**config.mk**
```make
export PLATFORM = sky130hd
export DESIGN_NAME = e2g_sqrt
export DESIGN_NICKNAME = d
export VERILOG_FILES = /design/src/rtl/core/e2g_pkg.sv /design/src/rtl/core/e2g_sqrt.sv
export SDC_FILE = /design/constraint.sdc
export NUM_CORES = 1
export LEC_CHECK = 0
export ABC_AREA = 1
export BUFFER_PORTS_ARGS = -buffer_cell sky130_fd_sc_hd__buf_2
export CAP_MARGIN = 25
export CORE_UTILIZATION = 50
export DETAILED_ROUTE_END_ITERATION = 7
export PLACE_DENSITY = 0.73
export SYNTH_ARGS = -nofsm -noshare
export SYNTH_HDL_FRONTEND = slang
export SYNTH_SLANG_ARGS = --single-unit
```
**constraint.sdc**
```tcl
create_clock -name clk_i -period 4.7 [get_ports clk_i]
set_clock_uncertainty 0.05 [all_clocks]
set_input_delay 0 -clock clk_i [delete_from_list [all_inputs] [get_ports clk_i]]
set_output_delay 0 -clock clk_i [all_outputs]
set_load 0.01 [all_outputs]
```
**src/rtl/core/e2g_pkg.sv**
```systemverilog
// ----------------------------------------------------------------------------
// e2g_pkg
// Shared constants, register indexes and helper functions for the ECEF to
// geodetic converter.
// ----------------------------------------------------------------------------
`default_nettype none

package e2g_pkg;

  // field and register widths
  localparam int unsigned POS_W     = 48;
  localparam int unsigned ANG_W     = 32;
  localparam int unsigned RADIUS_W  = 40;
  localparam int unsigned FLAT_W    = 32;
  localparam int unsigned TOL_W     = 20;
  localparam int unsigned CFG_IDX_W = 2;
  localparam int unsigned CFG_W     = 40;

  // shared unit widths
  localparam int unsigned MUL_W   = 64;
  localparam int unsigned SQRT_RW = 128;
  localparam int unsigned SQRT_W  = 64;
  localparam int unsigned DIV_NW  = 96;
  localparam int unsigned DIV_DW  = 64;

  localparam int unsigned CORDIC_STEPS = 30;

  // register reset values
  localparam logic [RADIUS_W-1:0] RADIUS_RST = 40'd6378137000;
  localparam logic [FLAT_W-1:0]   FLAT_RST   = 32'd14400281;
  localparam logic [TOL_W-1:0]    TOL_RST    = 20'd1;

  localparam int MAX_ITER_DEF = 16;

  typedef enum logic [CFG_IDX_W-1:0] {
    REG_RADIUS = 2'd0,
    REG_FLAT   = 2'd1,
    REG_TOL    = 2'd2
  } cfg_reg_e;

  // magnitude of a two's complement word
  function automatic logic [63:0] mag64(input logic signed [63:0] v);
    logic [63:0] res;
    res = v[63] ? (64'd0 - 64'(v)) : 64'(v);
    return res;
  endfunction

  // arctangent of 2^-i, LSB pi/2^31 rad
  function automatic logic [31:0] atan_entry(input logic [4:0] i);
    logic [31:0] res;
    case (i)
      5'd0:    res = 32'd536870912;
      5'd1:    res = 32'd316933406;
      5'd2:    res = 32'd167458907;
      5'd3:    res = 32'd85004756;
      5'd4:    res = 32'd42667331;
      5'd5:    res = 32'd21354465;
      5'd6:    res = 32'd10679838;
      5'd7:    res = 32'd5340245;
      5'd8:    res = 32'd2670163;
      5'd9:    res = 32'd1335087;
      5'd10:   res = 32'd667544;
      5'd11:   res = 32'd333772;
      5'd12:   res = 32'd166886;
      5'd13:   res = 32'd83443;
      5'd14:   res = 32'd41721;
      5'd15:   res = 32'd20860;
      5'd16:   res = 32'd10430;
      5'd17:   res = 32'd5215;
      5'd18:   res = 32'd2607;
      5'd19:   res = 32'd1303;
      5'd20:   res = 32'd651;
      5'd21:   res = 32'd325;
      5'd22:   res = 32'd162;
      5'd23:   res = 32'd81;
      5'd24:   res = 32'd40;
      5'd25:   res = 32'd20;
      5'd26:   res = 32'd10;
      5'd27:   res = 32'd5;
      5'd28:   res = 32'd2;
      5'd29:   res = 32'd1;
      default: res = 32'd0;
    endcase
    return res;
  endfunction

endpackage

`default_nettype wire

```
**src/rtl/core/e2g_sqrt.sv**
```systemverilog
// ----------------------------------------------------------------------------
// e2g_sqrt
// Floor square root of a 128-bit word, one result bit per cycle.
// ----------------------------------------------------------------------------
`default_nettype none

module e2g_sqrt (
  input  wire logic                          clk_i,
  input  wire logic                          rst_ni,
  input  wire logic                          go_i,
  input  wire logic [e2g_pkg::SQRT_RW-1:0]   rad_i,
  output logic                               done_o,
  output logic [e2g_pkg::SQRT_W-1:0]         root_o
);

  localparam int unsigned CW = $clog2(e2g_pkg::SQRT_W);
  localparam int unsigned RW = e2g_pkg::SQRT_W + 2;

  logic [e2g_pkg::SQRT_RW-1:0] rad_q, rad_d;
  logic [RW-1:0]               rem_q, rem_d;
  logic [e2g_pkg::SQRT_W-1:0]  root_q, root_d;
  logic [CW-1:0]               cnt_q, cnt_d;
  logic                        busy_q, busy_d, done_q, done_d;

  logic [RW+1:0]               rem_sh, trial;

  always_comb begin
    rem_sh = {rem_q, rad_q[e2g_pkg::SQRT_RW-1 -: 2]};
    trial  = {2'b00, root_q, 2'b01};

    rad_d  = rad_q;
    rem_d  = rem_q;
    root_d = root_q;
    cnt_d  = cnt_q;
    busy_d = busy_q;
    done_d = 1'b0;
    if (go_i) begin
      rad_d  = rad_i;
      rem_d  = '0;
      root_d = '0;
      cnt_d  = '0;
      busy_d = 1'b1;
    end else if (busy_q) begin
      rad_d = {rad_q[e2g_pkg::SQRT_RW-3:0], 2'b00};
      if (rem_sh >= trial) begin
        rem_d  = RW'(rem_sh - trial);
        root_d = {root_q[e2g_pkg::SQRT_W-2:0], 1'b1};
      end else begin
        rem_d  = rem_sh[RW-1:0];
        root_d = {root_q[e2g_pkg::SQRT_W-2:0], 1'b0};
      end
      cnt_d = cnt_q + 1'b1;
      if (cnt_q == CW'(e2g_pkg::SQRT_W - 1)) begin
        busy_d = 1'b0;
        done_d = 1'b1;
      end
    end
  end

  always_ff @(posedge clk_i or negedge rst_ni) begin
    if (!rst_ni) begin
      busy_q <= 1'b0;
      done_q <= 1'b0;
      cnt_q  <= '0;
    end else begin
      busy_q <= busy_d;
      done_q <= done_d;
      cnt_q  <= cnt_d;
    end
  end

  always_ff @(posedge clk_i) begin
    rad_q  <= rad_d;
    rem_q  <= rem_d;
    root_q <= root_d;
  end

  assign done_o = done_q;
  assign root_o = root_q;

endmodule

`default_nettype wire

```
**After elaboration in Yosys (flattened, before gate mapping)**

Index checks and enable logic that the tools add are counted.

- Add/sub/neg operators: 2
- Magnitude comparators: 1
- Equal/unequal tests: 1
- Muxes and demuxes: 12
- Reductions and logical operators: 1

Operator list:

| cell | number |
|---|---|
| 2-to-1 mux 128 bit | 2 |
| greater-or-equal comparator 68 x 66 -> 1 bit | 1 |
| 2-to-1 mux 66 bit | 1 |
| subtractor 66 bit | 1 |
| 2-to-1 mux 6 bit | 2 |
| 2-to-1 mux 1 bit | 7 |
| adder 6 x 1 -> 6 bit, second input constant | 1 |
| equality test 6 bit, second input constant | 1 |
| nonzero test 2 bit | 1 |

- Bits in registers: 266
- Input port bits: 131
- Output and inout bits: 65
- Word-level logic and storage cells: 23

**Depth between registers and ports, before layout**

- Depth after elaboration: 4
- Gate-level depth with buffers: 20
- Gate-level depth less buffers: 19

**Least setup slack after synthesis**

OpenSTA, ideal clock, no wires.

- Path type: register to register
- Start point: register busy_q
- End point: register rad_q[0] in the netlist's numbering, enable pin
- Arrival: 4.455 ns
- Data required time: 4.106 ns
- Path slack: -0.348 ns
- Cell stages (with the launch flop): 5
- Buffers on the path: 2
- Period minus slack after synthesis: 5.048 ns
- Path through: dfrtp_1 -> clkbuf_1 -> nor2_1 -> inv_1 -> clkbuf_1

- Cells in the longest elaborated chain, start to end: 1

Ends and longest elaborated chain:

| item | line | source |
|---|---|---|
| from (decl) | e2g_sqrt.sv:23 | `logic busy_q, busy_d, done_q, done_d;` |
| from (signal assigned) | e2g_sqrt.sv:66 | `busy_q <= busy_d;` |
| nonzero test 2 bit (no line) | -- |  |
| to (signal assigned) | e2g_sqrt.sv:73 | `rad_q <= rad_d;` |
| to (decl) | e2g_sqrt.sv:19 | `logic [e2g_pkg::SQRT_RW-1:0] rad_q, rad_d;` |

Every way passes these cells.
A chain may end at the register's enable or synchronous reset.

**Final worst setup path**

- Start point: register root_q, in the netlist root_o[14]
- End point: register rem_q[0]

- Cells in the longest elaborated chain, start to end: 2

Ends and longest elaborated chain:

| item | line | source |
|---|---|---|
| from (decl) | e2g_sqrt.sv:21 | `logic [e2g_pkg::SQRT_W-1:0] root_q, root_d;` |
| from (signal assigned) | e2g_sqrt.sv:75 | `root_q <= root_d;` |
| greater-or-equal comparator 68 x 66 -> 1 bit | e2g_sqrt.sv:45 | `if (rem_sh >= trial) begin` |
| 2-to-1 mux 66 bit | e2g_sqrt.sv:45 |  |
| to (signal assigned) | e2g_sqrt.sv:74 | `rem_q <= rem_d;` |
| to (decl) | e2g_sqrt.sv:20 | `logic [RW-1:0] rem_q, rem_d;` |

Every way passes these cells.

==> impl_results.md <==
- Wire per inst: 16.93 um
- CP dominant cell by count: nand2_1
- Antenna viol nets, final: 0
- CP Capture Type: flip-flop
- Pwr/cell area: 624.8 nW/um^2
- CP Class: flip-flop to flip-flop
- Crit path max fanout: 48
- Worst hold path type: input port to flip-flop
- CTS clk-pin slew, worst paths: 0.06 ns
- # DRC: 0
- Leak Pwr: 11.12 nW
- Hold Fails Final Rpt: 0
- DRT Pass-1 Iters: 6
- Syn Inst Count: 2,556
- Num CTS Buffers: 28
- Mapped cell area: 16,890 um^2
- VDD IR max: 397.0 uV
- Die W: 185.8 um
- Worst r2r path cells: 16
- Buffers on Ports: 195
- Crit path to: rem_q[0]
- Final setup vio count: 0
- Syn-to-layout area delta: 23.36%
- Vias: 17,660
- EDFF count, synth: 128
- Final setup TNS: 0 ns
- MaxCap Viol Count: 0
- Num rows: 66
- Die Y: 185.8 um
- Fin. max-slew vios: 0
- Fin area: 20,840 um^2
- Share of cells above drive strength 1: 0.09842
- CP Launch Type: flip-flop
- Reg2reg setup slack: 1.17 ns
- Synth Flop Type: dfxtp_1
- Total track usage: 0.3265
- Warnings from Yosys: 0
- Placed instance area: 18,200 um^2
- Tightest Pin Transition: 0.9937 ns
- Bufs and invs on worst path: 3
- Top delay family on crit path: simple AND/OR/NAND/NOR gates
- Crit path time final: 3.528 ns
- Initial antenna violation count: 0
- Avg Inst Size Synth: 6.610 um^2
- Clock sink count: 266
- Initial core utilization: 0.5140
- Crit share post-route: 0.7507
- Final HPWL from detailed placement: 38,250 um
- FF-to-FF Start: root_o[14]
- Final core occ: 0.6341
- Starting DRT DRC Count: 1,442
- F_max: 283.4 MHz
- Post-Synthesis Net Count: 2,754
- FF-to-FF End: rem_q[0]
- Slew headroom: 0.3375
- CTS root buf: clkbuf_16
- Final antenna diode count: 0
- Critical-path cell list: inv_1, ha_1, nand2_1, inv_2, nand2_1, nor2_1, nand3_1, nand3_2, nand2_1, nand3_2, nand2_4, nand2_4, buf_4, nand2_2, o21ai_0, nor2_1
- Total gr overflow: 0
- Detailed Route WL: 56,670 um
- Worst path slowest cell: buf_4
- Clk buf depth: 3
- CTS tree: yes
- GPL Wtd Cong: 1.028
- #FFs+latches synth: 266
- Crit. Startpoint: root_o[14]
- RSZ-0062 raised after global routing: false
- Most frequent cells in the layout: nand2_1, inv_1, buf_2
- Layout Nets: 3,085
- First-pass GRT wire length: 87,560 um
- Power Total: 13.02 mW
- Unique masters post-synth: 45
- CP Depth: 16
- Leading cell type in the layout, fill and taps excluded: nand2_1
- Worst path max stage delay: 0.44 ns
- Ports: 196
- Htree depth: 1
- Worst Path Required: 5.11 ns
- Post-DR vias/cell: 5.274
- Die ar.: 34,530 um^2
- Run status: finished clean
- CP arrival: 3.94 ns
- Seq/Total Area, Yosys: 0.3934
- Share of synthesized registers carrying an async set or reset: 0.03008
- Hold Worst Slack: 0.1710 ns
- Worst skew pair latency: 0.59 ns
- Resized cells post-CTS: 0
- Core area: 32,870 um^2
- Vias in the first global route: 16,570
- Largest net degree at the start of global routing: 116
==> per-stage QoR <==
stage               std cells  setup slack [ns]
CTS                      3348             1.191
global route             3348            0.8673
finish                   3348             1.172
global placement         3123             1.261
detailed placement       3124             1.215
floorplan                2556             1.701
==> layer usage <==
metal | wire length, um | vias up | global-route usage | share of wire
met4 | 1579 | 0 | 0.08852 | 0.028
met5 | 0 | - | 0 | 0
met2 | 26970 | 753 | 0.5649 | 0.48
met1 | 24030 | 8119 | 0.4214 | 0.42
li1 | - | 8673 | - | -
met3 | 4089 | 111 | 0.04950 | 0.072
==> cell usage after synthesis, types with 7 or more instances <==
| master | instances | area share |
|---|---|---|
| nand2_1 | 1101 | 0.24 |
| inv_1 | 394 | 0.088 |
| nor2_1 | 154 | 0.034 |
| nand3_1 | 150 | 0.044 |
| dfxtp_1 | 130 | 0.15 |
| edfxtp_1 | 128 | 0.23 |
| ha_1 | 67 | 0.050 |
| nand4_1 | 64 | 0.024 |
| o22ai_1 | 63 | 0.023 |
| a21oi_1 | 60 | 0.018 |
| clkbuf_1 | 54 | 0.012 |
| xor2_1 | 23 | 0.012 |
| inv_2 | 19 | 0.0042 |
| o21ai_0 | 19 | 0.0056 |
| nor3_1 | 17 | 0.0050 |
| buf_1 | 14 | 0.0031 |
| o21ai_1 | 11 | 0.0033 |
| xnor2_1 | 9 | 0.0047 |
| dfrtp_1 | 8 | 0.012 |
| o21bai_1 | 8 | 0.0036 |
| nor2_2 | 7 | 0.0026 |
==> logic make-up (layout without fill, tap and decap cells) <==
kind of cell	Yosys count	after routing	synth area share
buffers and inverters	496	846	0.1126
xor gates and xnor gates	32	32	0.01659
adders and majority gates	67	67	0.04962
and+or+nand+nor	1521	1521	0.3669
DFF	266	266	0.3934
AOI/OAI and AO/OA	174	174	0.06088
==> sequential cells by signal, summed over array words and instances, names as in the netlist <==
signal	cells
done_o	1
rad_q	128
root_o	64
rem_q	66
busy_q	1
cnt_q	6
==> cell type report <==
| class | instances | area [um^2] |
|---|---|---|
| fillers | 2919 | 12030 |
| multi-input cells | 1794 | 8351 |
| flip-flops and latches | 266 | 6648 |
| repair buffers | 382 | 2833 |
| inverters | 415 | 1565 |
| clock buffers | 47 | 832.0 |
| well taps | 442 | 553.0 |
| clock inverters | 2 | 60.06 |
==> tightest hold or removal path: stages <==
cell and delay (ns):
dlygate4sd3_1 0.51, buf_2 0.09, nand2_1 0.05, nand2_1 0.05
==> worst min path at each step <==
stage | from | end | slack [ns] | depth (start not counted)
detailed placement | rst_ni | cnt_q[4] | -0.20 | 1
global placement | rst_ni | done_o | -0.20 | 1
CTS | rad_i[0] | rad_q[0] | 0.13 | 4
finish | rad_i[69] | rad_q[69] | 0.17 | 4
floorplan | rst_ni | busy_q | -0.35 | 0
global route | rad_i[69] | rad_q[69] | 0.18 | 4
==> what timing repair did <==
action	CTS	global route
buffers inserted	0	0
hold buffers	175	0
endpoints found under the hold margin	138	0
endpoints found under the setup margin	0	0
==> power breakdown <==
group | internal [mW] | switching, mW | leakage [nW] | total [mW]
registers | 2.77 | 0.216 | 2.58 | 2.99
clock network | 1.25 | 0.931 | 0.429 | 2.18
logic | 2.46 | 5.39 | 8.11 | 7.85
total | 6.49 | 6.53 | 11.1 | 13.0
No activity file was read; power rests on OpenSTA's default activity.
