**config.mk**
```make
export PLATFORM = sky130hd
export DESIGN_NAME = e2g_mul
export DESIGN_NICKNAME = d
export VERILOG_FILES = /design/src/rtl/core/e2g_pkg.sv /design/src/rtl/core/e2g_mul.sv
export SDC_FILE = /design/constraint.sdc
export NUM_CORES = 2
export LEC_CHECK = 0
export BUFFER_PORTS_ARGS = -buffer_cell sky130_fd_sc_hd__buf_2
export CAP_MARGIN = 40
export CORE_ASPECT_RATIO = 1.75
export CORE_MARGIN = 3
export CORE_UTILIZATION = 59
export CTS_CLUSTER_DIAMETER = 150
export CTS_CLUSTER_SIZE = 8
export DETAILED_ROUTE_END_ITERATION = 10
export GPL_ROUTABILITY_DRIVEN = 0
export HOLD_SLACK_MARGIN = 0.06
export PLACE_DENSITY = 0.85
export SLEW_MARGIN = 40
export SYNTH_ARGS = -nofsm -noshare
export SYNTH_HDL_FRONTEND = slang
export SYNTH_SLANG_ARGS = --single-unit
```
**constraint.sdc**
```tcl
create_clock -name clk_i -period 12 [get_ports clk_i]
set_input_delay 1.2 -clock clk_i [delete_from_list [all_inputs] [get_ports clk_i]]
set_output_delay 1.2 -clock clk_i [all_outputs]
set_load 0.01 [all_outputs]
```
**src/rtl/core/e2g_pkg.sv**
```systemverilog
// ----------------------------------------------------------------------------
// e2g_pkg
// Shared constants, register indexes and helper functions for the ECEF to
// geodetic converter.
// ----------------------------------------------------------------------------
`default_nettype none

package e2g_pkg;

  // field and register widths
  localparam int unsigned POS_W     = 48;
  localparam int unsigned ANG_W     = 32;
  localparam int unsigned RADIUS_W  = 40;
  localparam int unsigned FLAT_W    = 32;
  localparam int unsigned TOL_W     = 20;
  localparam int unsigned CFG_IDX_W = 2;
  localparam int unsigned CFG_W     = 40;

  // shared unit widths
  localparam int unsigned MUL_W   = 64;
  localparam int unsigned SQRT_RW = 128;
  localparam int unsigned SQRT_W  = 64;
  localparam int unsigned DIV_NW  = 96;
  localparam int unsigned DIV_DW  = 64;

  localparam int unsigned CORDIC_STEPS = 30;

  // register reset values
  localparam logic [RADIUS_W-1:0] RADIUS_RST = 40'd6378137000;
  localparam logic [FLAT_W-1:0]   FLAT_RST   = 32'd14400281;
  localparam logic [TOL_W-1:0]    TOL_RST    = 20'd1;

  localparam int MAX_ITER_DEF = 16;

  typedef enum logic [CFG_IDX_W-1:0] {
    REG_RADIUS = 2'd0,
    REG_FLAT   = 2'd1,
    REG_TOL    = 2'd2
  } cfg_reg_e;

  // magnitude of a two's complement word
  function automatic logic [63:0] mag64(input logic signed [63:0] v);
    logic [63:0] res;
    res = v[63] ? (64'd0 - 64'(v)) : 64'(v);
    return res;
  endfunction

  // arctangent of 2^-i, LSB pi/2^31 rad
  function automatic logic [31:0] atan_entry(input logic [4:0] i);
    logic [31:0] res;
    case (i)
      5'd0:    res = 32'd536870912;
      5'd1:    res = 32'd316933406;
      5'd2:    res = 32'd167458907;
      5'd3:    res = 32'd85004756;
      5'd4:    res = 32'd42667331;
      5'd5:    res = 32'd21354465;
      5'd6:    res = 32'd10679838;
      5'd7:    res = 32'd5340245;
      5'd8:    res = 32'd2670163;
      5'd9:    res = 32'd1335087;
      5'd10:   res = 32'd667544;
      5'd11:   res = 32'd333772;
      5'd12:   res = 32'd166886;
      5'd13:   res = 32'd83443;
      5'd14:   res = 32'd41721;
      5'd15:   res = 32'd20860;
      5'd16:   res = 32'd10430;
      5'd17:   res = 32'd5215;
      5'd18:   res = 32'd2607;
      5'd19:   res = 32'd1303;
      5'd20:   res = 32'd651;
      5'd21:   res = 32'd325;
      5'd22:   res = 32'd162;
      5'd23:   res = 32'd81;
      5'd24:   res = 32'd40;
      5'd25:   res = 32'd20;
      5'd26:   res = 32'd10;
      5'd27:   res = 32'd5;
      5'd28:   res = 32'd2;
      5'd29:   res = 32'd1;
      default: res = 32'd0;
    endcase
    return res;
  endfunction

endpackage

`default_nettype wire

```
**src/rtl/core/e2g_mul.sv**
```systemverilog
// ----------------------------------------------------------------------------
// e2g_mul
// 64x64 unsigned multiplier built from one 32x32 multiplier.
// ----------------------------------------------------------------------------
`default_nettype none

module e2g_mul (
  input  wire logic                          clk_i,
  input  wire logic                          rst_ni,
  input  wire logic                          go_i,
  input  wire logic [e2g_pkg::MUL_W-1:0]     a_i,
  input  wire logic [e2g_pkg::MUL_W-1:0]     b_i,
  output logic                               done_o,
  output logic [2*e2g_pkg::MUL_W-1:0]        p_o
);

  localparam int unsigned HW = e2g_pkg::MUL_W / 2;

  logic [e2g_pkg::MUL_W-1:0]   a_q, a_d, b_q, b_d;
  logic [2*e2g_pkg::MUL_W-1:0] acc_q, acc_d;
  logic [1:0]                  cnt_q, cnt_d;
  logic                        busy_q, busy_d, done_q, done_d;

  logic [HW-1:0]               ah, bh;
  logic [2*HW-1:0]             pp;
  logic [1:0]                  shamt;

  always_comb begin
    ah    = cnt_q[0] ? a_q[2*HW-1:HW] : a_q[HW-1:0];
    bh    = cnt_q[1] ? b_q[2*HW-1:HW] : b_q[HW-1:0];
    pp    = ah * bh;
    // partial product weight in units of half words
    shamt = {cnt_q[0] & cnt_q[1], cnt_q[0] ^ cnt_q[1]};

    a_d    = a_q;
    b_d    = b_q;
    acc_d  = acc_q;
    cnt_d  = cnt_q;
    busy_d = busy_q;
    done_d = 1'b0;
    if (go_i) begin
      a_d    = a_i;
      b_d    = b_i;
      acc_d  = '0;
      cnt_d  = 2'd0;
      busy_d = 1'b1;
    end else if (busy_q) begin
      acc_d = acc_q + ({{(2*e2g_pkg::MUL_W-2*HW){1'b0}}, pp} << (32'(shamt) * HW));
      cnt_d = cnt_q + 2'd1;
      if (cnt_q == 2'd3) begin
        busy_d = 1'b0;
        done_d = 1'b1;
      end
    end
  end

  always_ff @(posedge clk_i or negedge rst_ni) begin
    if (!rst_ni) begin
      busy_q <= 1'b0;
      done_q <= 1'b0;
      cnt_q  <= 2'd0;
    end else begin
      busy_q <= busy_d;
      done_q <= done_d;
      cnt_q  <= cnt_d;
    end
  end

  always_ff @(posedge clk_i) begin
    a_q   <= a_d;
    b_q   <= b_d;
    acc_q <= acc_d;
  end

  assign done_o = done_q;
  assign p_o    = acc_q;

endmodule

`default_nettype wire

```
==> flow_summary_export.csv, run 1 <==
group,metric,value,unit
run_status,status,"stopped before the end",
run_status,failing_step,"global routing",
run_status,error,"[ERROR GRT-0232] Routing congestion too high. Check the congestion heatmap in the GUI.",
logic_synthesis,synth-edff-count,128,
logic_synthesis,syn_area,50450,sq um
clock_tree,htreeDepth,2,
logic_synthesis,netlist_instances,5752,
logic_synthesis,synth_ff_type,"edfxtp_1",
die,die_h,392.8,microns
clock_tree,ctsHoldBuffers,0,
die,die_w,227.1,microns
sta,endpoint_type,"register data pin",
logic_synthesis,yosys.area.top_type,"fa_1",
die,io_pins,260,
logic_synthesis,async_reset_ff_share,1.538,%
logic_synthesis,yosys_warnings,0,
place,dp_hpwl,149100,microns
clock_tree,clock_sinks,260,
logic_synthesis,synth_area_leaders,"fa_1, ha_1, edfxtp_1",
place,post_dp_cell_area,54630,sq um
global_routing,grtUsageTotal,50.69,%
logic_synthesis,seq_area_frac_synth,12.90,%
clock_tree,cts-root-buf,"clkbuf_16",
logic_synthesis,syn_nets,7171,
logic_synthesis,ys_ff_latch,260,
global_routing,grt_max_degree,95,
clock_tree,clockBufferDepth,3,
global_routing,grt_remaining_overflow,25,
logic_synthesis,syn_area_per_cell,8.771,sq um
place,io_buffers,259,
clock_tree,cts-buffers-inserted,38,
logic_synthesis,ys_types,83,
die,start_util,59.58,%
die,rows,141,
sta,grt_repair_worst_endpoint,"p_o[124]$_SDFFE_PP0P_/D",
logic_synthesis,synthDominantCellAreaShare,35.59,%
what timing repair did:
item / in CTS
cloned: 0
setup buffers: 3
gates resized for setup: 24
endpoints found under the setup margin: 31
cell families after synthesis:
kind of cell	count (synthesis)	share of synthesized area, %
fa+ha+maj	1288	45.29
mux	216	4.461
compound gates	808	10.36
flops	260	12.90
xor+xnor	181	3.142
buf+inv	1213	9.034
simple gates	1786	14.82
through the flow:
| step | TNS (ns) | std cells | setup WS (ns) |
|---|---|---|---|
| after floorplan | 0 | 5752 | 0.4060 |
| after global placement | -1.904 | 7042 | -0.3539 |
| after detailed placement | -4.552 | 7042 | -0.5496 |
| after CTS | 0 | 7105 | 0.01480 |
synth_stat cells (68+ instances only):
master and number:
xnor2_1 113, nand4_1 76, nor2_1 847, edfxtp_1 128, nand2_1 625, a21o_1 126, clkbuf_1 290, mux2_2 71
a21oi_1 266, inv_1 895, ha_1 391, fa_1 897, dfxtp_1 128, xor2_1 68, mux2i_1 145, o21ai_0 128
layer usage:
metal	overflow	track usage, %
met4	13	52.17
met5	0	8.885
met1	0	48.21
met2	12	69.86
met3	0	33.03
==> run 2, diff against run 1 <==
--- a/config.mk
+++ b/config.mk
@@ -7,15 +7,11 @@
 export LEC_CHECK = 0
 export BUFFER_PORTS_ARGS = -buffer_cell sky130_fd_sc_hd__buf_2
 export CAP_MARGIN = 40
-export CORE_ASPECT_RATIO = 1.75
 export CORE_MARGIN = 3
-export CORE_UTILIZATION = 59
-export CTS_CLUSTER_DIAMETER = 150
-export CTS_CLUSTER_SIZE = 8
+export CORE_UTILIZATION = 40
 export DETAILED_ROUTE_END_ITERATION = 10
 export GPL_ROUTABILITY_DRIVEN = 0
-export HOLD_SLACK_MARGIN = 0.06
-export PLACE_DENSITY = 0.85
+export PLACE_DENSITY_LB_ADDON = 0.15
 export SLEW_MARGIN = 40
 export SYNTH_ARGS = -nofsm -noshare
 export SYNTH_HDL_FRONTEND = slang
==> constraint.sdc (replaced) <==
create_clock -name clk_i -period 15.6 [get_ports clk_i]
set_input_delay 1.56 -clock clk_i [delete_from_list [all_inputs] [get_ports clk_i]]
set_output_delay 1.56 -clock clk_i [all_outputs]
set_load 0.01 [all_outputs]
==> run 2 against run 1 <==
  * The run now ends clean
  * Synthesized cell count stayed put
  * Synthesized area stayed put
==> flow_summary_export.csv, run 2 <==
group,metric,value,unit
clock_tree,cts_setup_buffers,0,
min_path,hp-class,"flip-flop to flip-flop",
sta,worst_slack,1.891,ns
cells_and_area,layout_common_cells,"fa_1, inv_1, nor2_1",
logic_synthesis,syn_nets,7171,
cells_and_area,synthToLayoutAreaGrowth,8.821,%
clock_tree,cts_tree,"yes",
clock_tree,cts_resized,0,
sta,clock.fmax,0.07295,GHz
sta,maxSlewHeadroom,38.24,%
routing,detail_route.wl_per_cell,24.96,microns
logic_synthesis,synth_ff_type,"edfxtp_1",
run,drv_cap,0,
min_path,holdPathEnd,"p_o[6]",
worst_setup_path,crit_arrival,14.21,ns
global_routing,grt_remaining_overflow,0,
sta,slew_violations,0,
worst_setup_path,r2r-end,"p_o[127]",
clock_tree,clockBufferDepth,3,
logic_synthesis,synth-edff-count,128,
routing,first_iter_violations,3967,
sta,clock_skew,0.04823,ns
sta,setup_viol,0,
global_routing,grt_pass1_vias,42540,
die,io_pins,260,
sta,finalCriticalPeriod,13.71,ns
global_routing,antenna_found_initial,2,
sta,worstMarginPinSlew,0.9085,ns
clock_tree,ctsHoldBuffers,0,
cells_and_area,final_common_cell,"fa_1",
worst_setup_path,reg2reg_depth,38,
die,dieArea,130400,sq um
logic_synthesis,synthDominantCellAreaShare,35.59,%
clock_tree,worstSkewPairLatency,0.62,ns
die,die_h,361.2,microns
routing,viasPerCell,5.625,
logic_synthesis,async_reset_ff_share,1.538,%
logic_synthesis,yosys.area.top_type,"fa_1",
die,start_util,40.54,%
routing,drt_wl_total,186800,microns
logic_synthesis,syn_area,50450,sq um
worst_setup_path,rr_startpoint,"cnt_q[0]",
cells_and_area,largest_reg_flops,128,
die,die_w,361.2,microns
clock_tree,clock_sinks,260,
worst_setup_path,critical_path_class,"flip-flop to flip-flop",
worst_setup_path,required,16.10,ns
worst_setup_path,cp-start-kind,"flip-flop",
sta,final-hold-violation-count,0,
cells_and_area,nNetsFinal,7239,
logic_synthesis,synth_most_common_cell,"fa_1",
logic_synthesis,synth_common_cells,"fa_1, inv_1, nor2_1, nand2_1, ha_1",
worst_setup_path,worst_setup_path_end_kind,"flip-flop",
sta,fin_crit_sh,87.88,%
clock_tree,cts-buffers-inserted,35,
cells_and_area,drive_above_1_share,9.648,%
worst_setup_path,critPathLaunch,"cnt_q[0]",
run_status,status,"finished clean",
sta,final.setup.tns,0,ns
worst_setup_path,worst_path_largest_cell_delay,0.84,ns
clock_tree,cts-root-buf,"clkbuf_16",
routing,drtAntennaViolNets,0,
routing,vias,42096,
place,dp_hpwl,151800,microns
logic_synthesis,yosys_warnings,0,
min_path,worstHoldStart,"p_o[6]",
logic_synthesis,netlist_instances,5752,
routing,drc,0,
clock_tree,clkSlewWorstSetupHoldPaths,0.06,ns
logic_synthesis,ys_types,83,
global_routing,grt_pass1_wl,278900,microns
logic_synthesis,syn_area_per_cell,8.771,sq um
logic_synthesis,ys_ff_latch,260,
global_routing,grtUsageTotal,28.55,%
clock_tree,htreeDepth,2,
worst_setup_path,r2r_setup_slack,1.89,ns
routing,drtPass1Iterations,5,
logic_synthesis,synth_area_leaders,"fa_1, ha_1, edfxtp_1",
die,rows,129,
min_path,hold_depth,2,
logic_synthesis,seq_area_frac_synth,12.90,%
sta,rsz0062_at_grt,"no",
die,core-area,124400,sq um
place,pre_cts_ws,1.909,ns
place,io_buffers,259,
worst_setup_path,path_max_fanout,25,
global_routing,grt_max_degree,83,
worst_setup_path,critPathMostFrequentCell,"fa_1",
worst_setup_path,critPathSlowestCell,"a2111oi_1",
## run 2: cell type report
cell class | count | area, sq um
fillers | 12304 | 69540
multi-input cells | 4279 | 39710
flip-flops and latches | 260 | 6518
inverters | 896 | 3363
well taps | 1637 | 2048
repair buffers | 348 | 2013
clock buffers | 40 | 914.6
clock inverters | 23 | 335.3
diodes | 1 | 2.502
## run 2: layer usage
layer	vias to the layer above	GRT usage, %	wire length [microns]
li1	18473	-	-
met1	21282	40.40	80860
met2	1996	42.33	79560
met3	343	6.551	17500
met4	2	11.34	8848
met5	-	0	13
## run 2: cell families after synthesis
kind of cell	count (synthesis)	share of synthesized area, %
buffers and inverters	1213	9.034
AOI/OAI and AO/OA	808	10.36
and+or+nand+nor	1786	14.82
DFF	260	12.90
muxes	216	4.461
adders and majority gates	1288	45.29
xor gates and xnor gates	181	3.142
## run 2: critical path: cells and delay by family (launching register included)
family                     cells  cell delay, ns
AOI/OAI and AO/OA              8            2.58
xor gates and xnor gates       1            0.21
adders and majority gates     10            4.89
buffers and inverters          4            0.67
DFF                            1            0.80
muxes                          3            1.79
and+or+nand+nor               12            2.63
## run 2: worst max-delay path by stage
stage,to,cells past startpoint
final,p_o[127],38
after global routing,p_o[127],41
after CTS,p_o[127],40
after detailed placement,p_o[127],40
after global placement,p_o[127],40
after floorplan,p_o[113],46
## run 2: stage by stage
| step | area [sq um] | cells | utilization, % | hold slack, ns |
|---|---|---|---|---|
| 6_report | 54900 | 7484 | 44.12 | 0.4931 |
| 5_1_grt | 54900 | 7483 | 44.12 | 0.5227 |
| 4_1_cts | 54860 | 7483 | 44.09 | 0.4941 |
| 3_5_place_dp | 53610 | 7420 | 43.08 | 0.4796 |
| 3_3_place_gp | 53530 | 7418 | 43.01 | 0.4773 |
| 2_1_floorplan | 50450 | 5752 | - | 0.5019 |
Power of run 2 is not shown: default switching activity piles up to over one toggle a cycle in this logic, so the estimate is an artifact.
