`src/rtl/core/e2g_pkg.sv`:
```
// ----------------------------------------------------------------------------
// e2g_pkg
// Shared constants, register indexes and helper functions for the ECEF to
// geodetic converter.
// ----------------------------------------------------------------------------
`default_nettype none

package e2g_pkg;

  // field and register widths
  localparam int unsigned POS_W     = 48;
  localparam int unsigned ANG_W     = 32;
  localparam int unsigned RADIUS_W  = 40;
  localparam int unsigned FLAT_W    = 32;
  localparam int unsigned TOL_W     = 20;
  localparam int unsigned CFG_IDX_W = 2;
  localparam int unsigned CFG_W     = 40;

  // shared unit widths
  localparam int unsigned MUL_W   = 64;
  localparam int unsigned SQRT_RW = 128;
  localparam int unsigned SQRT_W  = 64;
  localparam int unsigned DIV_NW  = 96;
  localparam int unsigned DIV_DW  = 64;

  localparam int unsigned CORDIC_STEPS = 30;

  // register reset values
  localparam logic [RADIUS_W-1:0] RADIUS_RST = 40'd6378137000;
  localparam logic [FLAT_W-1:0]   FLAT_RST   = 32'd14400281;
  localparam logic [TOL_W-1:0]    TOL_RST    = 20'd1;

  localparam int MAX_ITER_DEF = 16;

  typedef enum logic [CFG_IDX_W-1:0] {
    REG_RADIUS = 2'd0,
    REG_FLAT   = 2'd1,
    REG_TOL    = 2'd2
  } cfg_reg_e;

  // magnitude of a two's complement word
  function automatic logic [63:0] mag64(input logic signed [63:0] v);
    logic [63:0] res;
    res = v[63] ? (64'd0 - 64'(v)) : 64'(v);
    return res;
  endfunction

  // arctangent of 2^-i, LSB pi/2^31 rad
  function automatic logic [31:0] atan_entry(input logic [4:0] i);
    logic [31:0] res;
    case (i)
      5'd0:    res = 32'd536870912;
      5'd1:    res = 32'd316933406;
      5'd2:    res = 32'd167458907;
      5'd3:    res = 32'd85004756;
      5'd4:    res = 32'd42667331;
      5'd5:    res = 32'd21354465;
      5'd6:    res = 32'd10679838;
      5'd7:    res = 32'd5340245;
      5'd8:    res = 32'd2670163;
      5'd9:    res = 32'd1335087;
      5'd10:   res = 32'd667544;
      5'd11:   res = 32'd333772;
      5'd12:   res = 32'd166886;
      5'd13:   res = 32'd83443;
      5'd14:   res = 32'd41721;
      5'd15:   res = 32'd20860;
      5'd16:   res = 32'd10430;
      5'd17:   res = 32'd5215;
      5'd18:   res = 32'd2607;
      5'd19:   res = 32'd1303;
      5'd20:   res = 32'd651;
      5'd21:   res = 32'd325;
      5'd22:   res = 32'd162;
      5'd23:   res = 32'd81;
      5'd24:   res = 32'd40;
      5'd25:   res = 32'd20;
      5'd26:   res = 32'd10;
      5'd27:   res = 32'd5;
      5'd28:   res = 32'd2;
      5'd29:   res = 32'd1;
      default: res = 32'd0;
    endcase
    return res;
  endfunction

endpackage

`default_nettype wire

```
`src/rtl/core/e2g_div.sv`:
```
// ----------------------------------------------------------------------------
// e2g_div
// Restoring divider, 96-bit dividend by 64-bit divisor, one quotient bit per
// cycle; quotient saturates to 64 bits, divide by zero gives all ones.
// ----------------------------------------------------------------------------
`default_nettype none

module e2g_div (
  input  wire logic                          clk_i,
  input  wire logic                          rst_ni,
  input  wire logic                          go_i,
  input  wire logic [e2g_pkg::DIV_NW-1:0]    num_i,
  input  wire logic [e2g_pkg::DIV_DW-1:0]    den_i,
  output logic                               done_o,
  output logic [e2g_pkg::DIV_DW-1:0]         quo_o
);

  localparam int unsigned NW = e2g_pkg::DIV_NW;
  localparam int unsigned DW = e2g_pkg::DIV_DW;
  localparam int unsigned CW = $clog2(NW);

  logic [NW-1:0] num_q, num_d;   // dividend shifts out, quotient shifts in
  logic [DW-1:0] rem_q, rem_d, den_q, den_d;
  logic [CW-1:0] cnt_q, cnt_d;
  logic          busy_q, busy_d, done_q, done_d;

  logic [DW:0]   rem_sh, den_ext;
  logic          ge;

  always_comb begin
    rem_sh  = {rem_q, num_q[NW-1]};
    den_ext = {1'b0, den_q};
    ge      = (rem_sh >= den_ext);

    num_d  = num_q;
    rem_d  = rem_q;
    den_d  = den_q;
    cnt_d  = cnt_q;
    busy_d = busy_q;
    done_d = 1'b0;
    if (go_i) begin
      num_d  = num_i;
      den_d  = den_i;
      rem_d  = '0;
      cnt_d  = '0;
      busy_d = 1'b1;
    end else if (busy_q) begin
      rem_d = ge ? DW'(rem_sh - den_ext) : rem_sh[DW-1:0];
      num_d = {num_q[NW-2:0], ge};
      cnt_d = cnt_q + 1'b1;
      if (cnt_q == CW'(NW - 1)) begin
        busy_d = 1'b0;
        done_d = 1'b1;
      end
    end
  end

  always_ff @(posedge clk_i or negedge rst_ni) begin
    if (!rst_ni) begin
      busy_q <= 1'b0;
      done_q <= 1'b0;
      cnt_q  <= '0;
    end else begin
      busy_q <= busy_d;
      done_q <= done_d;
      cnt_q  <= cnt_d;
    end
  end

  always_ff @(posedge clk_i) begin
    num_q <= num_d;
    rem_q <= rem_d;
    den_q <= den_d;
  end

  assign done_o = done_q;
  assign quo_o  = ((den_q == '0) || (num_q[NW-1:DW] != '0)) ? '1 : num_q[DW-1:0];

endmodule

`default_nettype wire

```
`config.mk`:
```
export PLATFORM = sky130hd
export DESIGN_NAME = e2g_div
export DESIGN_NICKNAME = d
export VERILOG_FILES = /design/src/rtl/core/e2g_pkg.sv /design/src/rtl/core/e2g_div.sv
export SDC_FILE = /design/constraint.sdc
export NUM_CORES = 1
export LEC_CHECK = 0
export ABC_AREA = 1
export ABC_CLOCK_PERIOD_IN_PS = 4750
export BUFFER_PORTS_ARGS = -buffer_cell sky130_fd_sc_hd__buf_2
export CAP_MARGIN = 30
export CORE_ASPECT_RATIO = 1.25
export CORE_UTILIZATION = 37
export CTS_CLUSTER_DIAMETER = 100
export CTS_CLUSTER_SIZE = 12
export DETAILED_ROUTE_END_ITERATION = 8
export GPL_TIMING_DRIVEN = 0
export SLEW_MARGIN = 15
export SYNTH_ARGS = -nofsm -noshare
export SYNTH_HDL_FRONTEND = slang
export SYNTH_SLANG_ARGS = --single-unit
```
`constraint.sdc`:
```
create_clock -name clk_i -period 4.75 [get_ports clk_i]
set_input_delay 0.2375 -clock clk_i [delete_from_list [all_inputs] [get_ports clk_i]]
set_output_delay 0.2375 -clock clk_i [all_outputs]
set_load 0.005 [all_outputs]
```
# Yosys cells after proc, flatten, opt, wreduce, memory -nomap -nowiden
# Index checks and enable logic that the tools add are counted.
dict set report totals {
  n_memories 0
  elab_cells 26
  reg_bits 233
  latch_bits 0
  mem_bits_rw 0
  romBits 0
  out_inout_bits 65
}
dict set report classes {
  div 0
  addsub 2
  eq_ne 1
  magnitude_cmp 1
  n_mux 12
  n_mul 0
  bitwise 0
  n_shift 0
  n_reduce_logical 4
}
# operator count
set ops {}
lappend ops {{96-bit 2-to-1 mux} 2}
lappend ops {{64-bit 2-to-1 mux} 2}
lappend ops {{65-bit by 64-bit >= comparator with 1-bit output} 1}
lappend ops {{64-bit logical NOT} 1}
lappend ops {{64-bit subtractor} 1}
lappend ops {{32-bit nonzero test} 1}
lappend ops {{7-bit 2-to-1 mux} 2}
lappend ops {{7-bit by 1-bit adder with 7-bit output, second input constant} 1}
lappend ops {{7-bit equality test, second input constant} 1}
lappend ops {{1-bit 2-to-1 mux} 6}
lappend ops {{2-bit nonzero test} 1}
lappend ops {{1-bit logical OR} 1}

# Logic depth before layout (Yosys ltp)
# Gate-level depths: netlist of the first run.
dict set report logic_depth {
  word_depth 4
  ltp_mapped 19
  mapped_depth_nobuf 18
}

# Worst setup path after synthesis of the first run
# OpenSTA, ideal clock, no wires.
dict set report synth_path {
  kind {input -> register}
  from {in go_i}
  to {reg num_q[0], enable pin}
  slack_ns 0.636
  setup_time_ns 0.498
  arrival_time_ns 3.616
  stages 4
  cell_sequence {clkbuf_1 -> nor2_1 -> inv_1 -> clkbuf_1}
}
dict set report synth_between {
  elab_chain_len 1
}
# element line_no
set synth_lines {}
lappend synth_lines {{start: declaration} e2g_div.sv:11} ;# input wire logic go_i,
lappend synth_lines {{2-bit nonzero test (no source line)} n/a}
lappend synth_lines {{end signal: assignment} e2g_div.sv:71} ;# num_q <= num_d;
lappend synth_lines {{end: declaration} e2g_div.sv:22} ;# logic [NW-1:0] num_q, num_d;
# No other way between the ends.
# A chain may end at the register's enable or synchronous reset.

# Final worst setup path of the first run
dict set report layout_path {
  from {reg den_q[48]}
  to {out quo_o[44] (netlist bit)}
}
dict set report layout_between {
  elab_chain_len 3
}
# element line_no
set layout_lines {}
lappend layout_lines {{start: declaration} e2g_div.sv:23} ;# logic [DW-1:0] rem_q, rem_d, den_q, den_d;
lappend layout_lines {{start signal: assignment} e2g_div.sv:73} ;# den_q <= den_d;
lappend layout_lines {{64-bit logical NOT} e2g_div.sv:77} ;# assign quo_o = ((den_q == '0) || (num_q[NW-1:DW] != '0)) ? '1 : num_q[DW-1:0];
lappend layout_lines {{1-bit logical OR} e2g_div.sv:77}
lappend layout_lines {{64-bit 2-to-1 mux} e2g_div.sv:77}
lappend layout_lines {{end: declaration} e2g_div.sv:15} ;# output logic [e2g_pkg::DIV_DW-1:0] quo_o
# No other way between the ends.

==> run_results.csv, run 1 <==
group,metric,value,unit
synth,yosysTopAreaCellShare,29.4,%
synth,yosys.area_share.simple,34.4,%
worst_setup_path,end_kind,"output port",
routing,drt_iter0_markers,801,
worst_hold_path,hold_class,"in -> reg",
synth,yosysTopAreaCell,"edfxtp_1",
synth,yosysMostFrequentCell,"nand2_1",
sta,fmax,0.280,GHz
synth,synth_cell_types,41,
clock_network,clock_sink_count,233,
sta,tightestPinTransition,0.841,ns
global_routing,grt_antenna_before_repair,1,
worst_setup_path,required,4.51,ns
sta,fin_skew,0.0226,ns
clock_network,cts_root_buffer,"clkbuf_16",
synth,ys_ff_latch,233,
die,die_w,190,µm
global_routing,grt_pass1_vias,16363,
routing,drc,0,
sta,fin_crit_sh,75.2,%
worst_setup_path,timing.critical_path.to,"quo_o[44]",
place,postPlaceCellArea,18200,µm²
routing,antenna_left,0,
pwr,seqPwrFrac,48.9,%
synth,synthArstFlopShare,3.86,%
worst_setup_path,r2r_slack,1.75,ns
place,placement.io_buffers,227,
global_routing,grtUsageTotal,25.7,%
worst_setup_path,cp_max_fo,10,
clock_network,clk_pin_slew,0.07,ns
pwr,swShare,27.0,%
clock_network,cts_tree,"yes",
final_layout,seqCellArea,6310,µm²
worst_setup_path,worst-setup-path-type,"reg -> out",
synth,synth_fa_ha_area_share,5.10,%
final_layout,fin_util,47.2,%
synth,synthTopCellsByCount,"nand2_1, inv_1, edfxtp_1, nand3_1, o21ai_0",
die,rows,85,
worst_setup_path,cp-startpoint,"den_q[48]",
worst_setup_path,timing.rr.end,"rem_q[52]",
synth,synth_nets,2647,
worst_setup_path,r2r_cells,13,
final_layout,final_area,20400,µm²
sta,max_slew_margin,43.9,%
synth,yosysSeqAreaShare,38.6,%
final_layout,drive_above_1_share,11.8,%
routing,wl,57600,µm
clock_network,cts_buffers,23,
global_routing,grt.overflow.total,0,
sta,rsz0062_at_grt,"false",
final_layout,area_delta_synth_final,25.1,%
routing,dr.pass1.iters,5,
place,dp_slack,1.20,ns
synth,syn_inst,2418,
sta,finalSetupTns,0,ns
pwr,power_frac_clock,36.3,%
sta,final_max_slew_viol_count,0,
clock_network,clock_latency,0.57,ns
clock_network,cts_max_level,1,
synth,ys.flop_type,"edfxtp_1",
job,maxCapViolations,0,
sta,period_minus_slack,3.57,ns
clock_network,clockBufferDepth,3,
worst_setup_path,cp-start-kind,"flip-flop",
sta,hold_viol,0,
worst_setup_path,crit-reg2reg-launch,"den_q[33]",
pwr,power.internal,3540,µW
die,core_area,43300,µm²
synth,ys.warnings.count,0,
pwr,power-per-cell-area,237,nW/µm²
synth,synth_top_family_by_area,"simple AND/OR/NAND/NOR gates",
sta,setup_slack,1.18,ns
pwr,p_leak,0.0106,µW
die,io_pins,228,
synth,synth.cell_area,16300,µm²
synth,synth.area.mux_share,0,%
routing,via_count,16260,
synth,synth-edff-count,160,
place,gp_congestion,0.988,
global_routing,grt_pass1_wl,89100,µm
die,die_h,237,µm
sta,setup_viol,0,
die,die_area,45000,µm²
status,status,"finished, final reports clean",
pwr,p_switching,1310,µW
place,hpwl,46200,µm
synth,synth-xor-area-share,1.66,%
synth,avgSynthCellArea,6.76,µm²
synth,ys_top_cells_by_area,"edfxtp_1, nand2_1, inv_1",
final_layout,multi_input_area,7720,µm²
worst_setup_path,cp.arrival,3.34,ns
clock_network,cts_setup_buffers,0,
synth,synth_compound_area_share,6.15,%
die,initial_utilization,37.7,%
global_routing,grt_max_degree,56,
pwr,ir_drop,0.262,mV
final_layout,nets,3054,
final_layout,fillers,4442,
routing,avgViaCountPerCell,4.77,
pwr,comb_power_share,14.7,%
routing,avgRoutedWirePerCell,16.9,µm
state kept, by name, summed over array words and instances (netlist names):
| register | flops |
|---|---|
| den_q | 64 |
| num_q | 96 |
| done_o | 1 |
| busy_q | 1 |
| cnt_q | 7 |
| rem_q | 64 |
worst min path at each step:
stage          slack [ns]       from  depth (start not counted)        end
5_1_grt              0.02  num_i[11]                          3  num_q[11]
4_1_cts             0.004  num_i[49]                          3  num_q[49]
6_report             0.04  num_i[49]                          3  num_q[49]
3_5_place_dp         0.11     rst_ni                          1     done_o
2_1_floorplan       -0.06     rst_ni                          0     busy_q
3_3_place_gp         0.11     rst_ni                          1   cnt_q[0]
critical path: stages (launching register included):
cell and delay (ns):
edfxtp_1 0.39, nor4_1 0.49, nand4_1 0.33, nor2_1 0.60, a211oi_2 0.15, buf_4 0.22, clkbuf_1 0.23, nand2_1 0.21
buf_2 0.15
cell type report:
cell class / instances / area share, %
multi-input combinational: 1601 / 37.8
clock inverter: 2 / 0.129
tap: 565 / 3.46
timing repair buffer: 382 / 13.3
buffer: 61 / 1.69
sequential: 233 / 30.9
antenna: 1 / 0.0122
inverter: 523 / 9.60
clock buffer: 40 / 3.18
layout by cell type (no fill, tap or decap), types with 16 or more instances in the layout:
cell and instances:
nand3_2 16, dlygate4sd3_1 152, nand3_1 138, xnor2_1 30
nor2_1 106, a21oi_1 53, nor3_1 18, o21ai_1 16
clkbuf_1 51, buf_2 235, edfxtp_1 160, nand2_1 910
inv_1 521, clkbuf_16 23, o21ai_0 108, ha_1 65
nor4_1 24, dfxtp_1 64, nand4_1 23, nand3b_1 35
metal layers:
| layer | vias up | wire [µm] | global-route usage, % |
|---|---|---|---|
| li1 | 8286 | - | - |
| met1 | 7377 | 23100 | 29.5 |
| met2 | 493 | 28800 | 47.2 |
| met3 | 104 | 3090 | 3.41 |
| met4 | 0 | 2560 | 11.1 |
| met5 | - | 0 | 0 |
timing repair:
item / in CTS / in global routing
hold buffers: 152 / 0
hold endpoints to repair: 160 / 0
resized for setup: 0 / 0
power groups by stage:
stage | Sequential [µW] | Clock, µW | Combinational (µW)
after floorplan | 2390 | 0 | 378
after global placement | 2420 | 0 | 602
after detailed placement | 2420 | 0 | 611
after CTS | 2380 | 1830 | 711
after global routing | 2390 | 1880 | 796
final | 2370 | 1760 | 715
cell families after synthesis:
kind of cell,Yosys count
AND/OR/NAND/NOR,1312
buffers and inverters,584
flip-flops,233
AO/OA/AOI/OAI,192
adder cells (fa/ha/maj),66
XOR/XNOR,31
per-stage QoR:
step | cells | hold WS [ns] | total power [µW]
after floorplan | 2418 | -0.0581 | 2770
after global placement | 3210 | 0.105 | 3020
after detailed placement | 3212 | 0.112 | 3030
after CTS | 3406 | 0.00417 | 4910
after global routing | 3407 | 0.0206 | 5070
final | 3408 | 0.0357 | 4850
Power figures use the tool's default switching activity.
==> run 2, diff against run 1 <==
- ABC_CLOCK_PERIOD_IN_PS: 4750 -> 3500
- clock period: 4.75 -> 3.5 ns (I/O delays scaled with it)
==> run 2 against run 1 <==
  * Register-to-register slack lost 1.2 ns
  * Worst setup slack lost 0.94 ns
  * Total power grew 35%
  * Critical endpoint is now quo_o[52]
  * Non-clock buffer count grew 7
  * Via count shrank 0.71%
  * Sequential share of layout area shrank 0.10 points
  * Clock power grew 34%
  * Sequential power grew 36%
  * Count of clock-buffer cells in the layout is the same
  * Combinational power grew 37%
  * Critical path type unchanged
  * First-iteration DRC count grew 6.7%
  * Highest routed layer unchanged
==> run_results.csv, run 2 (synthesis results as in run 1) <==
group,metric,value,unit
status,status,"finished, final reports clean",
global_routing,grt_pass1_wl,89200,µm
final_layout,nets,3061,
global_routing,grtUsageTotal,25.9,%
pwr,ir_drop,0.289,mV
final_layout,top_register,"num_q",
place,placement.io_buffers,227,
place,dp_slack,0.405,ns
routing,wl,57900,µm
routing,avgViaCountPerCell,4.73,
die,core_area,43300,µm²
clock_network,clockBufferDepth,3,
final_layout,area_delta_synth_final,25.5,%
routing,dr.pass1.iters,8,
place,dp_cells,3212,
final_layout,largest_reg_flops,96,
place,postPlaceCellArea,18200,µm²
final_layout,fillers,4485,
sta,setup_slack,0.237,ns
place,gp_congestion,1.02,
die,die_h,237,µm
sta,fmax,0.306,GHz
sta,period_minus_slack,3.26,ns
worst_setup_path,worst-setup-path-type,"reg -> out",
worst_setup_path,end_kind,"output port",
worst_setup_path,required,3.32,ns
pwr,fin_total_pwr,6560,µW
sta,rsz0062_at_grt,"false",
worst_setup_path,cp.arrival,3.09,ns
job,maxCapViolations,0,
sta,hold_viol,0,
worst_setup_path,path_buf_inv,2,
routing,antenna_left,0,
global_routing,grt.overflow.total,0,
routing,drt_iter0_markers,855,
global_routing,grt_pass1_vias,16263,
worst_setup_path,cp-start-kind,"flip-flop",
die,rows,85,
clock_network,cts_setup_buffers,0,
routing,avgRoutedWirePerCell,17.0,µm
final_layout,drive_above_1_share,11.8,%
pwr,power-per-cell-area,320,nW/µm²
sta,setup_viol,0,
place,hpwl,46400,µm
global_routing,grt_antenna_before_repair,1,
worst_setup_path,crit_chain,"nor4_1 -> nand4_1 -> a211oi_2 -> clkbuf_1 -> nand2_1 -> buf_2",
final_layout,final_area,20500,µm²
clock_network,cts_tree,"yes",
clock_network,clock_sink_count,233,
clock_network,clk_pin_slew,0.06,ns
worst_setup_path,cp_max_fo,10,
sta,final_max_slew_viol_count,0,
die,die_w,190,µm
worst_setup_path,cp_top_family,"simple AND/OR/NAND/NOR gates",
die,initial_utilization,37.7,%
clock_network,clock_latency,0.55,ns
routing,drc,0,
final_layout,final_common_cell,"nand2_1",
pwr,p_leak,0.0107,µW
die,io_pins,228,
final_layout,diodes,0,
clock_network,cts_root_buffer,"clkbuf_16",
final_layout,final_cells,3414,
global_routing,grt_max_degree,96,
routing,via_count,16144,
worst_setup_path,crit_path_top_delay_cell,"a211oi_2",
final_layout,top_regs,"num_q (96), den_q (64), rem_q (64)",
sta,whs,0.0480,ns
worst_setup_path,critPathMaxStageDelay,0.77,ns
sta,fin_skew,0.0179,ns
sta,tightestPinTransition,0.966,ns
die,die_area,45000,µm²
final_layout,layout_common_cells,"nand2_1, inv_1, buf_2",
clock_network,cts_max_level,1,
sta,fin_crit_sh,93.2,%
worst_hold_path,hold_class,"in -> reg",
clock_network,cts_buffers,23,
sta,max_slew_margin,35.6,%
-- run 2: layout make-up --
class	instances	area (µm²)	share of cell area (%)
inverter	523	1960	9.57
tap	565	707	3.45
multi-input combinational	1601	7730	37.7
clock inverter	2	17.5	0.0854
sequential	233	6310	30.8
timing repair buffer	389	2790	13.6
buffer	61	352	1.71
clock buffer	40	639	3.12
-- run 2: metal layers --
layer,track usage [%],vias to the layer above,share of wire [%]
met5,0,-,0
met4,9.56,0,3.7
met3,3.02,91,4.7
met2,47.6,457,51
met1,30.4,7310,41
li1,-,8286,-
-- run 2: worst min-delay path: cells and delay by family --
| family | cells | cell delay, ns |
|---|---|---|
| compound gates | 1 | 0.13 |
| buf+inv | 1 | 0.12 |
| simple gates | 1 | 0.05 |
-- run 2: final timing paths --
kind / start / to / slack, ns / cells past startpoint
worst min register to register: cnt_q[6] / cnt_q[6] / 0.46 / 1
max in group asynchronous: rst_ni / cnt_q[6] / 3.24 / 2
worst max register to register: den_q[43] / rem_q[52] / 0.59 / 16
min in group asynchronous: rst_ni / cnt_q[1] / 0.06 / 2
worst min-delay path: num_i[0] / num_q[0] / 0.05 / 3
worst max-delay path: num_q[75] / quo_o[52] / 0.24 / 6
-- run 2: through the flow --
step	utilization [%]	setup TNS, ns
3_5_place_dp	42.1	0
3_3_place_gp	42.0	-178.05
4_1_cts	47.4	0
6_report	47.4	0
2_1_floorplan	-	0
5_1_grt	47.4	0
-- run 2: timing repair --
action                                  4_1_cts  5_1_grt
hold buffers                                160        0
hold endpoints to repair                    168        0
cloned                                        0        0
endpoints found under the setup margin       53        1
gates resized for setup                       1        1
-- run 2: power breakdown --
group          internal [µW]  switching, µW
Sequential              3140           83.3
Combinational            406            573
Clock                   1240           1120
==> run 3, diff against run 2 <==
- CTS_BUF_LIST: default -> sky130_fd_sc_hd__clkbuf_8
- PLACE_DENSITY: default -> 0.57
==> run 3 against run 2 <==
  * Global-route usage barely moved
  * Combinational power is essentially flat
  * Routed wire length shrank 0.18%
  * Sequential power about the same
  * Flip-flop and latch count is the same
  * Hold slack improved by 0.022 ns
  * Via count is essentially flat
  * Final area decreased by 1.1%
  * First-iteration DRC count is 3.5% higher
  * Clock power down 31%
  * Count of clock-buffer cells in the layout shrank 17
  * Highest routed layer unchanged
==> run_results.csv, run 3 (synthesis results as in run 1) <==
group,metric,value,unit
die,core_area,43300,µm²
sta,setup_slack,0.268,ns
die,die_area,45000,µm²
sta,tightestPinTransition,0.962,ns
global_routing,grt_max_degree,97,
routing,avgViaCountPerCell,4.72,
sta,setup_viol,0,
routing,via_count,16134,
routing,drt_iter0_markers,885,
status,status,"finished, final reports clean",
clock_network,clockBufferDepth,3,
clock_network,clock_latency,0.61,ns
pwr,p_leak,0.0106,µW
place,gp_congestion,0.979,
place,hpwl,46200,µm
worst_setup_path,required,3.32,ns
global_routing,grt_pass1_wl,89100,µm
final_layout,final_common_cell,"nand2_1",
final_layout,fin_util,46.9,%
sta,fin_crit_sh,92.3,%
global_routing,grt_pass1_vias,16304,
clock_network,cts_buffers,23,
sta,final_max_slew_viol_count,0,
pwr,p_switching,1670,µW
place,placement.io_buffers,227,
clock_network,cts_root_buffer,"clkbuf_8",
worst_setup_path,crit_chain,"nor4_1 -> nand4_1 -> nor2_1 -> a211oi_4 -> clkbuf_1 -> nand2_1 -> buf_2",
job,maxCapViolations,0,
pwr,comb_power_share,16.8,%
pwr,ir_drop,0.255,mV
sta,max_slew_margin,35.9,%
die,die_w,190,µm
routing,antenna_left,0,
final_layout,final_cells,3417,
worst_setup_path,cp-start-kind,"flip-flop",
clock_network,cts_setup_buffers,0,
routing,drc,0,
worst_setup_path,cp_max_fo,10,
final_layout,top_regs,"num_q (96), den_q (64), rem_q (64)",
final_layout,area_delta_synth_final,24.1,%
sta,hold_viol,0,
pwr,fin_total_pwr,5840,µW
routing,dr.pass1.iters,6,
global_routing,grt_antenna_before_repair,0,
worst_setup_path,crit_path_top_delay_cell,"nor4_1",
routing,wl,57800,µm
worst_hold_path,hold_class,"in -> reg",
pwr,power_frac_clock,28.0,%
pwr,power-per-cell-area,288,nW/µm²
clock_network,cts_max_level,1,
final_layout,top_register,"num_q",
worst_setup_path,worst-setup-path-type,"reg -> out",
final_layout,drive_above_1_share,11.7,%
place,dp_slack,0.416,ns
global_routing,grt.overflow.total,0,
die,io_pins,228,
sta,rsz0062_at_grt,"false",
sta,period_minus_slack,3.23,ns
final_layout,largest_reg_flops,96,
worst_setup_path,critPathMaxStageDelay,0.52,ns
pwr,swShare,28.6,%
place,dp_cells,3212,
final_layout,nets,3063,
worst_setup_path,path_buf_inv,2,
routing,avgRoutedWirePerCell,16.9,µm
die,die_h,237,µm
global_routing,grtUsageTotal,25.8,%
clock_network,clk_pin_slew,0.08,ns
die,initial_utilization,37.7,%
pwr,seqPwrFrac,55.2,%
sta,fin_skew,0.0218,ns
sta,fmax,0.309,GHz
worst_setup_path,end_kind,"output port",
worst_setup_path,cp_top_family,"simple AND/OR/NAND/NOR gates",
clock_network,cts_tree,"yes",
worst_setup_path,cp.arrival,3.06,ns
final_layout,layout_common_cells,"nand2_1, inv_1, buf_2",
clock_network,clock_sink_count,233,
pwr,power.internal,4170,µW
die,rows,85,
-- run 3: path summary, 6_finish.rpt --
path,start,cells past startpoint,end,slack (ns)
max,den_q[1],7,quo_o[9],0.27
min,go_i,1,den_q[60],0.07
max reg2reg,den_q[41],15,rem_q[44],0.39
min reg2reg,cnt_q[5],1,cnt_q[5],0.47
max in group asynchronous,rst_ni,3,cnt_q[2],2.64
min in group asynchronous,rst_ni,3,cnt_q[0],0.56
-- run 3: stage by stage --
| stage | setup TNS, ns | instance area, µm² | hold WS, ns |
|---|---|---|---|
| global route | 0 | 20300 | 0.0648 |
| finish | 0 | 20300 | 0.0696 |
| CTS | 0 | 20300 | 0.0326 |
| floorplan | 0 | 16300 | -0.121 |
| global placement | -173.43 | 18200 | 0.0399 |
| detailed placement | 0 | 18200 | 0.0414 |
-- run 3: area by class of cell --
type,count,area [µm²]
clock buffer,23,317
sequential,233,6310
tap,565,707
clock inverter,19,83.8
antenna,1,2.50
fill,4469,23000
timing repair buffer,391,2810
multi-input combinational,1601,7740
buffer,61,352
inverter,523,1960
-- run 3: power groups by stage --
stage | sequential [µW] | combinational (µW) | clock [µW]
final | 3220 | 980 | 1640
after global routing | 3240 | 1090 | 1810
after CTS | 3220 | 973 | 1720
after detailed placement | 3280 | 829 | 0
after global placement | 3280 | 823 | 0
after floorplan | 3250 | 513 | 0
-- run 3: metal layers --
layer / wire length [µm] / vias to the layer above / track usage [%] / part of all wire, %
met3: 3020 / 88 / 3.39 / 5.2
met2: 28400 / 466 / 46.8 / 49
li1: - / 8297 / - / -
met5: 0 / - / 0 / 0
met4: 2600 / 0 / 11.0 / 4.5
met1: 23800 / 7283 / 30.2 / 41
-- run 3: what timing repair did --
item,CTS,global route
gates resized for setup,3,0
hold endpoints to repair,169,0
setup endpoints to repair,60,0
hold buffers,162,0
